### src/design/flow_pulse_totalizer_core_macros.svh
// Assertion helpers shared by the totalizer RTL.
`ifndef FLOW_PULSE_TOTALIZER_CORE_MACROS_SVH
`define FLOW_PULSE_TOTALIZER_CORE_MACROS_SVH

`ifndef SYNTHESIS
// same-cycle implication
`define FTOT_ASSERT_IMPLIES(label, clk, rst, ante, cons) \
  label: assert property (@(posedge clk) disable iff (rst) (ante) |-> (cons)) \
    else $error("ftot assertion failed");
// next-cycle implication
`define FTOT_ASSERT_NEXT(label, clk, rst, ante, cons) \
  label: assert property (@(posedge clk) disable iff (rst) (ante) |=> (cons)) \
    else $error("ftot assertion failed");
`else
`define FTOT_ASSERT_IMPLIES(label, clk, rst, ante, cons)
`define FTOT_ASSERT_NEXT(label, clk, rst, ante, cons)
`endif

`endif

### src/design/ftot_pkg.sv
package ftot_pkg;

  localparam int TICK_W   = 24;
  localparam int COUNT_W  = 16;
  localparam int RATE_W   = 18;
  localparam int LITERS_W = 16;
  localparam int SERV_W   = 24;
  localparam int PCT_W    = 15;
  localparam int CFG_W    = 16;
  localparam int PROD_W   = 31;

  localparam int DIV_W     = 32;
  localparam int DIV_CNT_W = $clog2(DIV_W + 1);

  localparam int QUEUE_DEPTH = 4;
  localparam int QPTR_W      = $clog2(QUEUE_DEPTH);

  // liters = floor(count * 256 / 450) = (count * ceil(2^31 / 225)) >> 24
  localparam int LITER_PROD_W = 40;
  localparam int LITER_SHIFT  = 24;

  localparam logic [RATE_W-1:0] RATE_FULL_Q8 = 18'd256000;
  localparam logic [23:0]       LITER_RECIP  = 24'd9544372;
  localparam logic [14:0]       PCT_SCALE    = 15'd25600;

  localparam logic ACT_TICK = 1'b0;
  localparam logic ACT_LOAD = 1'b1;

  localparam logic REG_IDX_FULL = 1'b0;
  localparam logic REG_IDX_PER  = 1'b1;

  typedef struct packed {
    logic [COUNT_W-1:0] count;
    logic               rate_upd;
    logic [TICK_W-1:0]  ticks;
  } job_t;

  typedef struct packed {
    logic busy;
    logic done;
  } div_stat_t;

  typedef enum logic [2:0] {
    BK_IDLE,
    BK_MUL,
    BK_DIV,
    BK_WAIT,
    BK_OUT
  } back_state_t;

endpackage

### src/design/ftot_front.sv
module ftot_front (
  input  logic              clk,
  input  logic              rst,
  input  logic              in_valid,
  output logic              in_ready,
  input  logic              action,
  input  logic              pin_level,
  input  logic [15:0]       preset_count,
  input  logic              q_full,
  output logic              q_push,
  output ftot_pkg::job_t    q_data
);
  import ftot_pkg::*;

  logic               accept;
  logic               last_level, last_level_next;
  logic [TICK_W-1:0]  ticks, ticks_next;
  logic [COUNT_W-1:0] edge_total, edge_total_next;
  logic               rate_upd;

  assign in_ready = !q_full;
  assign accept   = in_valid && in_ready;
  assign q_push   = accept;

  always_comb begin
    last_level_next = last_level;
    ticks_next      = ticks;
    edge_total_next = edge_total;
    rate_upd        = 1'b0;
    if (action == ACT_LOAD) begin
      edge_total_next = preset_count;
    end else if (pin_level == last_level) begin
      if (ticks != {TICK_W{1'b1}}) begin
        ticks_next = ticks + 1'b1;
      end
    end else begin
      if (pin_level) begin
        edge_total_next = edge_total + 1'b1;
      end
      last_level_next = pin_level;
      rate_upd        = 1'b1;
      ticks_next      = '0;
    end
  end

  // ticks is the pre-clear value: the rate is taken from it
  assign q_data = '{count: edge_total_next, rate_upd: rate_upd, ticks: ticks};

  always_ff @(posedge clk) begin
    if (rst) begin
      last_level <= 1'b1;
      ticks      <= '0;
      edge_total <= '0;
    end else if (accept) begin
      last_level <= last_level_next;
      ticks      <= ticks_next;
      edge_total <= edge_total_next;
    end
  end

endmodule

### src/design/ftot_queue.sv
`include "flow_pulse_totalizer_core_macros.svh"

module ftot_queue (
  input  logic           clk,
  input  logic           rst,
  input  logic           push,
  input  ftot_pkg::job_t push_data,
  output logic           full,
  input  logic           pop,
  output ftot_pkg::job_t pop_data,
  output logic           empty
);
  import ftot_pkg::*;

  job_t              mem [QUEUE_DEPTH];
  logic [QPTR_W-1:0] wr_ptr, rd_ptr;
  logic [QPTR_W:0]   count;

  assign full     = (count == (QPTR_W+1)'(QUEUE_DEPTH));
  assign empty    = (count == '0);
  assign pop_data = mem[rd_ptr];

  always_ff @(posedge clk) begin
    if (push) begin
      mem[wr_ptr] <= push_data;
    end
  end

  always_ff @(posedge clk) begin
    if (rst) begin
      wr_ptr <= '0;
      rd_ptr <= '0;
      count  <= '0;
    end else begin
      if (push) begin
        wr_ptr <= wr_ptr + 1'b1;
      end
      if (pop) begin
        rd_ptr <= rd_ptr + 1'b1;
      end
      case ({push, pop})
        2'b10:   count <= count + 1'b1;
        2'b01:   count <= count - 1'b1;
        default: count <= count;
      endcase
    end
  end

  `FTOT_ASSERT_IMPLIES(a_no_overflow, clk, rst, push, !full)
  `FTOT_ASSERT_IMPLIES(a_no_underflow, clk, rst, pop, !empty)
  `FTOT_ASSERT_NEXT(a_push_not_empty, clk, rst, push && !pop, !empty)

endmodule

### src/design/ftot_div.sv
`include "flow_pulse_totalizer_core_macros.svh"

module ftot_div (
  input  logic                      clk,
  input  logic                      rst,
  input  logic                      start,
  input  logic [ftot_pkg::DIV_W-1:0] dividend,
  input  logic [ftot_pkg::DIV_W-1:0] divisor,
  output logic [ftot_pkg::DIV_W-1:0] quotient,
  output ftot_pkg::div_stat_t       stat
);
  import ftot_pkg::*;

  // restoring divider, one quotient bit per cycle
  logic [DIV_W-1:0]     rem, dvd, dsr;
  logic [DIV_W:0]       trial, diff;
  logic                 ge;
  logic [DIV_CNT_W-1:0] cnt;
  logic                 busy, done;

  assign trial    = {rem, dvd[DIV_W-1]};
  assign diff     = trial - {1'b0, dsr};
  assign ge       = (trial >= {1'b0, dsr});
  assign quotient = dvd;
  assign stat     = '{busy: busy, done: done};

  always_ff @(posedge clk) begin
    if (start) begin
      rem <= '0;
      dvd <= dividend;
      dsr <= divisor;
    end else if (busy) begin
      rem <= ge ? diff[DIV_W-1:0] : trial[DIV_W-1:0];
      dvd <= {dvd[DIV_W-2:0], ge};
    end
  end

  always_ff @(posedge clk) begin
    if (rst) begin
      busy <= 1'b0;
      done <= 1'b0;
      cnt  <= '0;
    end else begin
      done <= 1'b0;
      if (start) begin
        busy <= 1'b1;
        cnt  <= DIV_CNT_W'(DIV_W);
      end else if (busy) begin
        cnt <= cnt - 1'b1;
        if (cnt == DIV_CNT_W'(1)) begin
          busy <= 1'b0;
          done <= 1'b1;
        end
      end
    end
  end

  `FTOT_ASSERT_NEXT(a_start_busy, clk, rst, start, busy)
  `FTOT_ASSERT_IMPLIES(a_done_idle, clk, rst, done, !busy)
  `FTOT_ASSERT_NEXT(a_done_pulse, clk, rst, done, !done)

endmodule

### src/design/ftot_back.sv
`include "flow_pulse_totalizer_core_macros.svh"

module ftot_back (
  input  logic                          clk,
  input  logic                          rst,
  input  logic                          q_empty,
  output logic                          q_pop,
  input  ftot_pkg::job_t                q_data,
  input  logic [ftot_pkg::CFG_W-1:0]    full_pulse_count,
  input  logic [ftot_pkg::CFG_W-1:0]    pulses_per_serving,
  output logic                          out_valid,
  input  logic                          out_ready,
  output logic [ftot_pkg::COUNT_W-1:0]  pulse_count,
  output logic [ftot_pkg::RATE_W-1:0]   flow_rate_q8,
  output logic [ftot_pkg::LITERS_W-1:0] liters_q8,
  output logic [ftot_pkg::SERV_W-1:0]   servings_left_q8,
  output logic [ftot_pkg::PCT_W-1:0]    percent_left_q8
);
  import ftot_pkg::*;

  back_state_t        state, state_next;
  job_t               job;
  logic [COUNT_W-1:0] remain, remain_c;
  logic [PROD_W-1:0]  prod;
  logic [RATE_W-1:0]  held_rate, held_rate_next;
  logic               div_start, out_load, all_done;

  logic [LITER_PROD_W-1:0] liters_prod;
  logic [LITERS_W-1:0]     liters;

  logic [DIV_W-1:0] rate_dsr, serv_dsr, pct_dsr;
  logic [DIV_W-1:0] rate_q, serv_q, pct_q;
  div_stat_t        rate_st, serv_st, pct_st;

  assign remain_c = (full_pulse_count > job.count) ? full_pulse_count - job.count : '0;

  // divide by 450 as a reciprocal multiply
  assign liters_prod = LITER_PROD_W'(job.count) * LITER_PROD_W'(LITER_RECIP);

  assign rate_dsr = (job.ticks == '0) ? DIV_W'(1) : DIV_W'(job.ticks);
  assign serv_dsr = (pulses_per_serving == '0) ? DIV_W'(1) : DIV_W'(pulses_per_serving);
  assign pct_dsr  = (full_pulse_count == '0) ? DIV_W'(1) : DIV_W'(full_pulse_count);

  ftot_div u_div_rate (
    .clk(clk), .rst(rst), .start(div_start),
    .dividend(DIV_W'(RATE_FULL_Q8)), .divisor(rate_dsr),
    .quotient(rate_q), .stat(rate_st)
  );

  ftot_div u_div_serv (
    .clk(clk), .rst(rst), .start(div_start),
    .dividend(DIV_W'({remain, 8'd0})), .divisor(serv_dsr),
    .quotient(serv_q), .stat(serv_st)
  );

  ftot_div u_div_pct (
    .clk(clk), .rst(rst), .start(div_start),
    .dividend(DIV_W'(prod)), .divisor(pct_dsr),
    .quotient(pct_q), .stat(pct_st)
  );

  // all three start together and take the same number of steps
  assign all_done = rate_st.done && serv_st.done && pct_st.done;

  always_comb begin
    state_next = state;
    case (state)
      BK_IDLE: if (!q_empty) state_next = BK_MUL;
      BK_MUL:  state_next = BK_DIV;
      BK_DIV:  state_next = BK_WAIT;
      BK_WAIT: if (all_done) state_next = BK_OUT;
      BK_OUT:  if (!out_valid || out_ready) state_next = BK_IDLE;
      default: state_next = BK_IDLE;
    endcase
  end

  always_comb begin
    q_pop     = 1'b0;
    div_start = 1'b0;
    out_load  = 1'b0;
    case (state)
      BK_IDLE: q_pop     = !q_empty;
      BK_DIV:  div_start = 1'b1;
      BK_OUT:  out_load  = !out_valid || out_ready;
      default: ;
    endcase
  end

  always_comb begin
    held_rate_next = held_rate;
    if (job.rate_upd) begin
      held_rate_next = (job.ticks == '0) ? RATE_FULL_Q8 : rate_q[RATE_W-1:0];
    end
  end

  always_ff @(posedge clk) begin
    if (rst) begin
      state     <= BK_IDLE;
      held_rate <= '0;
      out_valid <= 1'b0;
    end else begin
      state <= state_next;
      if (out_load) begin
        held_rate <= held_rate_next;
        out_valid <= 1'b1;
      end else if (out_ready) begin
        out_valid <= 1'b0;
      end
    end
  end

  always_ff @(posedge clk) begin
    if (q_pop) begin
      job <= q_data;
    end
    if (state == BK_MUL) begin
      remain <= remain_c;
      prod   <= PROD_W'(remain_c) * PROD_W'(PCT_SCALE);
      liters <= liters_prod[LITER_SHIFT +: LITERS_W];
    end
    if (out_load) begin
      pulse_count      <= job.count;
      flow_rate_q8     <= held_rate_next;
      liters_q8        <= liters;
      servings_left_q8 <= serv_q[SERV_W-1:0];
      percent_left_q8  <= pct_q[PCT_W-1:0];
    end
  end

  `FTOT_ASSERT_NEXT(a_load_shows, clk, rst, out_load, out_valid)
  `FTOT_ASSERT_IMPLIES(a_divs_in_step, clk, rst, rate_st.busy, serv_st.busy && pct_st.busy)
  `FTOT_ASSERT_IMPLIES(a_pop_idle, clk, rst, q_pop, state == BK_IDLE)

endmodule

### src/design/flow_pulse_totalizer_core.sv
// Flow sensor pulse totalizer.
// Input channel (in_valid/in_ready): one beat per 1 ms sample tick carrying
// the pin level (action = tick), or a load beat that presets the pulse count.
// Output channel (out_valid/out_ready): exactly one result beat per input
// beat, in order: pulse count, held flow rate (Hz, Q.8), liters, servings
// left and percent left (all Q.8).
// An accepted beat passes the queue and the back end's MUL, DIV, WAIT and
// OUT states. The back end takes a new job only after loading the last one;
// its pace is set by the 32-step bit-serial dividers (three run side by
// side: rate, servings, percent; liters: reciprocal multiply by 1/450).
// The front end updates edge/tick state in the cycle of acceptance and
// pushes a job into a 4-entry queue, so it keeps taking beats while the back
// end computes or while a finished result waits in the output register.
// Receiver stall: the result holds in the output register; once the queue
// also fills, in_ready drops.
// Reset (rst, synchronous): last level high, counters and held rate zero,
// full_pulse_count = 65535, pulses_per_serving = 1. No clearing pass.
// Config: APB, reg 0 at 0x0 (full count), reg 1 at 0x4 (pulses/serving);
// write only while idle.
module flow_pulse_totalizer_core (
  input  logic        clk,
  input  logic        rst,
  // APB config
  input  logic        psel,
  input  logic        penable,
  input  logic        pwrite,
  input  logic [2:0]  paddr,
  input  logic [31:0] pwdata,
  output logic [31:0] prdata,
  output logic        pready,
  // input beats
  input  logic        in_valid,
  output logic        in_ready,
  input  logic        action,
  input  logic        pin_level,
  input  logic [15:0] preset_count,
  // result beats
  output logic        out_valid,
  input  logic        out_ready,
  output logic [15:0] pulse_count,
  output logic [17:0] flow_rate_q8,
  output logic [15:0] liters_q8,
  output logic [23:0] servings_left_q8,
  output logic [14:0] percent_left_q8
);
  import ftot_pkg::*;

  logic [CFG_W-1:0] full_pulse_count;
  logic [CFG_W-1:0] pulses_per_serving;
  logic             cfg_wr;

  logic q_push, q_pop, q_full, q_empty;
  job_t q_wdata, q_rdata;

  // APB: zero wait states; word select on paddr[2], low bits ignored
  assign pready = 1'b1;
  assign cfg_wr = psel && penable && pwrite && pready;

  always_ff @(posedge clk) begin
    if (rst) begin
      full_pulse_count   <= 16'hFFFF;
      pulses_per_serving <= 16'd1;
    end else if (cfg_wr) begin
      if (paddr[2] == REG_IDX_FULL) begin
        full_pulse_count <= pwdata[CFG_W-1:0];
      end else begin
        pulses_per_serving <= pwdata[CFG_W-1:0];
      end
    end
  end

  always_comb begin
    case (paddr[2])
      REG_IDX_FULL: prdata = {16'd0, full_pulse_count};
      REG_IDX_PER:  prdata = {16'd0, pulses_per_serving};
      default:      prdata = '0;
    endcase
  end

  // front: edge detect, tick counting, pulse count
  ftot_front u_front (
    .clk(clk), .rst(rst),
    .in_valid(in_valid), .in_ready(in_ready),
    .action(action), .pin_level(pin_level), .preset_count(preset_count),
    .q_full(q_full), .q_push(q_push), .q_data(q_wdata)
  );

  // decouples front and back
  ftot_queue u_queue (
    .clk(clk), .rst(rst),
    .push(q_push), .push_data(q_wdata), .full(q_full),
    .pop(q_pop), .pop_data(q_rdata), .empty(q_empty)
  );

  // back: rate hold, the divides and the liters multiply, output register
  ftot_back u_back (
    .clk(clk), .rst(rst),
    .q_empty(q_empty), .q_pop(q_pop), .q_data(q_rdata),
    .full_pulse_count(full_pulse_count), .pulses_per_serving(pulses_per_serving),
    .out_valid(out_valid), .out_ready(out_ready),
    .pulse_count(pulse_count), .flow_rate_q8(flow_rate_q8),
    .liters_q8(liters_q8), .servings_left_q8(servings_left_q8),
    .percent_left_q8(percent_left_q8)
  );

endmodule
### config.mk
export PLATFORM = sky130hd
export DESIGN_NAME = flow_pulse_totalizer_core
export DESIGN_NICKNAME = d
export VERILOG_FILES = /design/src/design/ftot_pkg.sv /design/src/design/ftot_front.sv /design/src/design/ftot_queue.sv /design/src/design/ftot_div.sv /design/src/design/ftot_back.sv /design/src/design/flow_pulse_totalizer_core.sv
export VERILOG_INCLUDE_DIRS = /design/src /design/src/design
export SDC_FILE = /design/constraint.sdc
export NUM_CORES = 2
export LEC_CHECK = 0
export BUFFER_PORTS_ARGS = -buffer_cell sky130_fd_sc_hd__buf_2
export CAP_MARGIN = 20
export CORE_MARGIN = 5
export CORE_UTILIZATION = 49
export CTS_CLUSTER_DIAMETER = 200
export DETAILED_ROUTE_END_ITERATION = 10
export PLACE_DENSITY = 0.63
export SLEW_MARGIN = 20
export SYNTH_ARGS = -nofsm -noshare
export SYNTH_HDL_FRONTEND = slang
export SYNTH_SLANG_ARGS = --single-unit
### constraint.sdc
create_clock -name clk -period 10.31 [get_ports clk]
set_input_delay 0.5155 -clock clk [delete_from_list [all_inputs] [get_ports clk]]
set_output_delay 0.5155 -clock clk [all_outputs]
set_load 0.005 [all_outputs]
==> metrics.cfg <==
[outcome]
status=finished, final reports clean

[critical_path]
end_kind=flip-flop
ff2ff_path_depth=21
r2r_start=u_back.job[33]$_DFFE_PP_
timing.rr.end=u_back.liters[10]$_DFFE_PP_
startpoint=u_back.job[33]$_DFFE_PP_
cp_max_fo=9
crit_arrival_ns=7.18
required_ns=10.66
critPathLaunchType=flip-flop
critical_path_class=flip-flop to flip-flop
r2r_slack_ns=3.49

[clock_network]
cts_hold_buffers=0
tritoncts=done
root_buffer=clkbuf_16
cts.clk_slew.worst_paths_ns=0.06
cts_buffers=78
post_cts_buffers=0
htreeDepth=3
clkLatencyLatePin_ns=0.62
post_cts_resized=0
max-clock-path-buffers=3
cts_sinks=718

[floorplanning]
pin_count=184
start_util_pct=49.6
die_w_um=288
die-area_um2=82800
coreArea_um2=76200
fp.dieH_um=288
std_cell_rows=101

[routing]
drt-vias-per-instance=5.29
dr.pass1.iters=5
routed_wl_mm=78.6
drcViolationCount=0
route.antenna.remaining_nets=0
drt-initial-drc-count=1363
wl_per_cell_um=17.0
num_vias=24518

[final_layout]
finalInstanceArea_um2=41900
multiInputGateArea_um2=17000
antenna_cells=0
area_growth_pct=10.9
ff_latch_area_um2=18900
final_layout_size_suffix_gt1_share_pct=10.6
fill_cells=6631
nNetsFinal=3997

[grt]
grt_max_degree=99
grt_pass1_vias=24160
antenna_found_initial=0
track_usage_pct=19.1
grt_first_pass_wirelength_mm=129
overflow=0

[flow_run]
drv_cap=0

[timing]
worst_slew_pin_slew_ns=0.912
holdWs_ns=0.124
slew_headroom_pct=38.2
rsz0062_at_grt=no
finalWorstPathRequiredPeriod_ns=6.82
fin_tns_setup_ns=0
maxSlewViolCount=0
final.period_utilization_pct=66.2
fmax_ghz=0.147
fin_skew_ns=0.0244
finalHoldViolations=0
setup_viol=0

[placed_design]
place_congestion=0.868
io_buffers=148
hpwl_mm=54.5
dpl_cell_area_um2=39300

[synthesis]
synth_area_um2=37800
synthXorXnorAreaFrac_pct=3.87
synth.distinct_cells=74
synth_cells=3464
synth_compound_area_share_pct=9.23
yosysWarningCount=0
synth-seq-cells=718
avgSynthCellArea_um2=10.9
yosysSeqAreaShare_pct=49.9
synth_top_family_by_area=adder cells
synth_edf_count=447
synth_fa_ha_area_share_pct=15.2
synthFlopType=edfxtp_1
synth_mux_area_share_pct=4.88
synthArstFlopShare_pct=0
synth_simple_gate_area_share_pct=11.6

[worst_hold_path]
holdPathEnd=full_pulse_count[4]$_SDFFE_PP1P_
hp-class=input port to flip-flop
worstHoldStart=pwdata[4]
hold_depth=2

==> worst max-delay path by stage <==
stage,to,slack (ns),cells after the start
after global routing,u_back.liters[10]$_DFFE_PP_,3.03,21
after CTS,u_back.liters[10]$_DFFE_PP_,3.51,21
after global placement,u_back.liters[10]$_DFFE_PP_,3.55,21
after floorplan,u_queue.count[2]$_SDFFE_PP0P_,3.88,8
after detailed placement,u_back.liters[10]$_DFFE_PP_,3.56,21
final,u_back.liters[10]$_DFFE_PP_,3.49,21
==> metal layers <==
layer  track usage, %  vias up  share of wire, %
met5                0        -                 0
met4             4.78        0               1.9
met3             2.97      106               4.6
met2             30.9      425                46
met1             27.1    11784                48
li1                 -    12203                 -
==> state kept, by name, indices dropped and copies added (netlist names), 32 cells and up <==
signal and count:
u_queue.mem 164, u_back.u_div_pct.rem 32, u_back.u_div_rate.rem 32, u_back.u_div_rate.quotient 32
u_back.u_div_pct.quotient 32, u_back.u_div_serv.quotient 32, u_back.u_div_serv.rem 32, u_back.job 41
==> metrics by stage <==
step                      setup slack, ns  utilization [%]  std cells
after floorplan                      3.88                -       3479
after global placement               3.55             51.6       4489
after detailed placement             3.56             51.6       4489
after CTS                            3.51             55.0       4632
after global routing                 3.03             55.0       4633
final                                3.49             55.0       4633
==> layout make-up <==
type,count,area share (%)
timing repair buffer,172,2.22
clock buffer,99,5.06
clock inverter,44,1.13
sequential,718,45.0
tap,1030,3.07
inverter,327,2.94
multi-input combinational,2243,40.6
==> cells by family (layout without fill, tap and decap cells) <==
logic type               after synthesis  count (layout)
adder cells (fa/ha/maj)              397             397
XOR/XNOR                             167             167
AO/OA/AOI/OAI                        571             571
AND/OR/NAND/NOR                      961             961
flip-flops                           718             718
other                                  2              17
buffers and inverters                518             642
multiplexers                         130             130
==> cells in the mapped netlist (49+ instances only) <==
master / count / area share [%]
a21o_1: 49 / 0.97
a21oi_1: 193 / 2.6
clkbuf_1: 157 / 1.6
dfxtp_1: 271 / 14
edfxtp_1: 447 / 36
fa_1: 102 / 5.4
ha_1: 295 / 9.8
inv_1: 326 / 3.2
mux2i_1: 72 / 1.9
nand2_1: 367 / 3.6
nand3_1: 63 / 0.83
nor2_1: 248 / 2.5
nor3_1: 57 / 0.75
o21ai_0: 150 / 2.0
xnor2_1: 94 / 2.2
xor2_1: 73 / 1.7
==> cell usage in the layout (no fill, tap or decap), drive strengths merged, types with 32 or more instances in the layout <==
master    n
edfxtp  447
nand2   367
inv     334
ha      295
dfxtp   271
nor2    249
a21oi   193
buf     172
o21ai   150
fa      102
clkbuf   99
xnor2    94
xor2     73
mux2i    72
nand3    63
nor3     58
a21o     49
mux4     41
nor2b    39
and2     32
==> worst max-delay path, cell delays in order, from the launching register on <==
cell	delay (ns)
edfxtp_1	0.81
inv_1	0.33
fa_1	0.60
inv_1	0.05
fa_1	0.49
inv_1	0.06
fa_1	0.54
inv_1	0.06
fa_1	0.54
inv_1	0.07
fa_1	0.53
inv_1	0.04
ha_1	0.33
nand4_1	0.13
a2111oi_0	0.56
o211ai_1	0.17
o211ai_1	0.27
a21oi_1	0.26
nor3b_1	0.32
o21ai_0	0.14
nor2b_1	0.15
xnor2_1	0.11
Power is left out: the tool's default activity adds up to more than one toggle a clock period on the data nets, which glitch-free logic cannot reach.
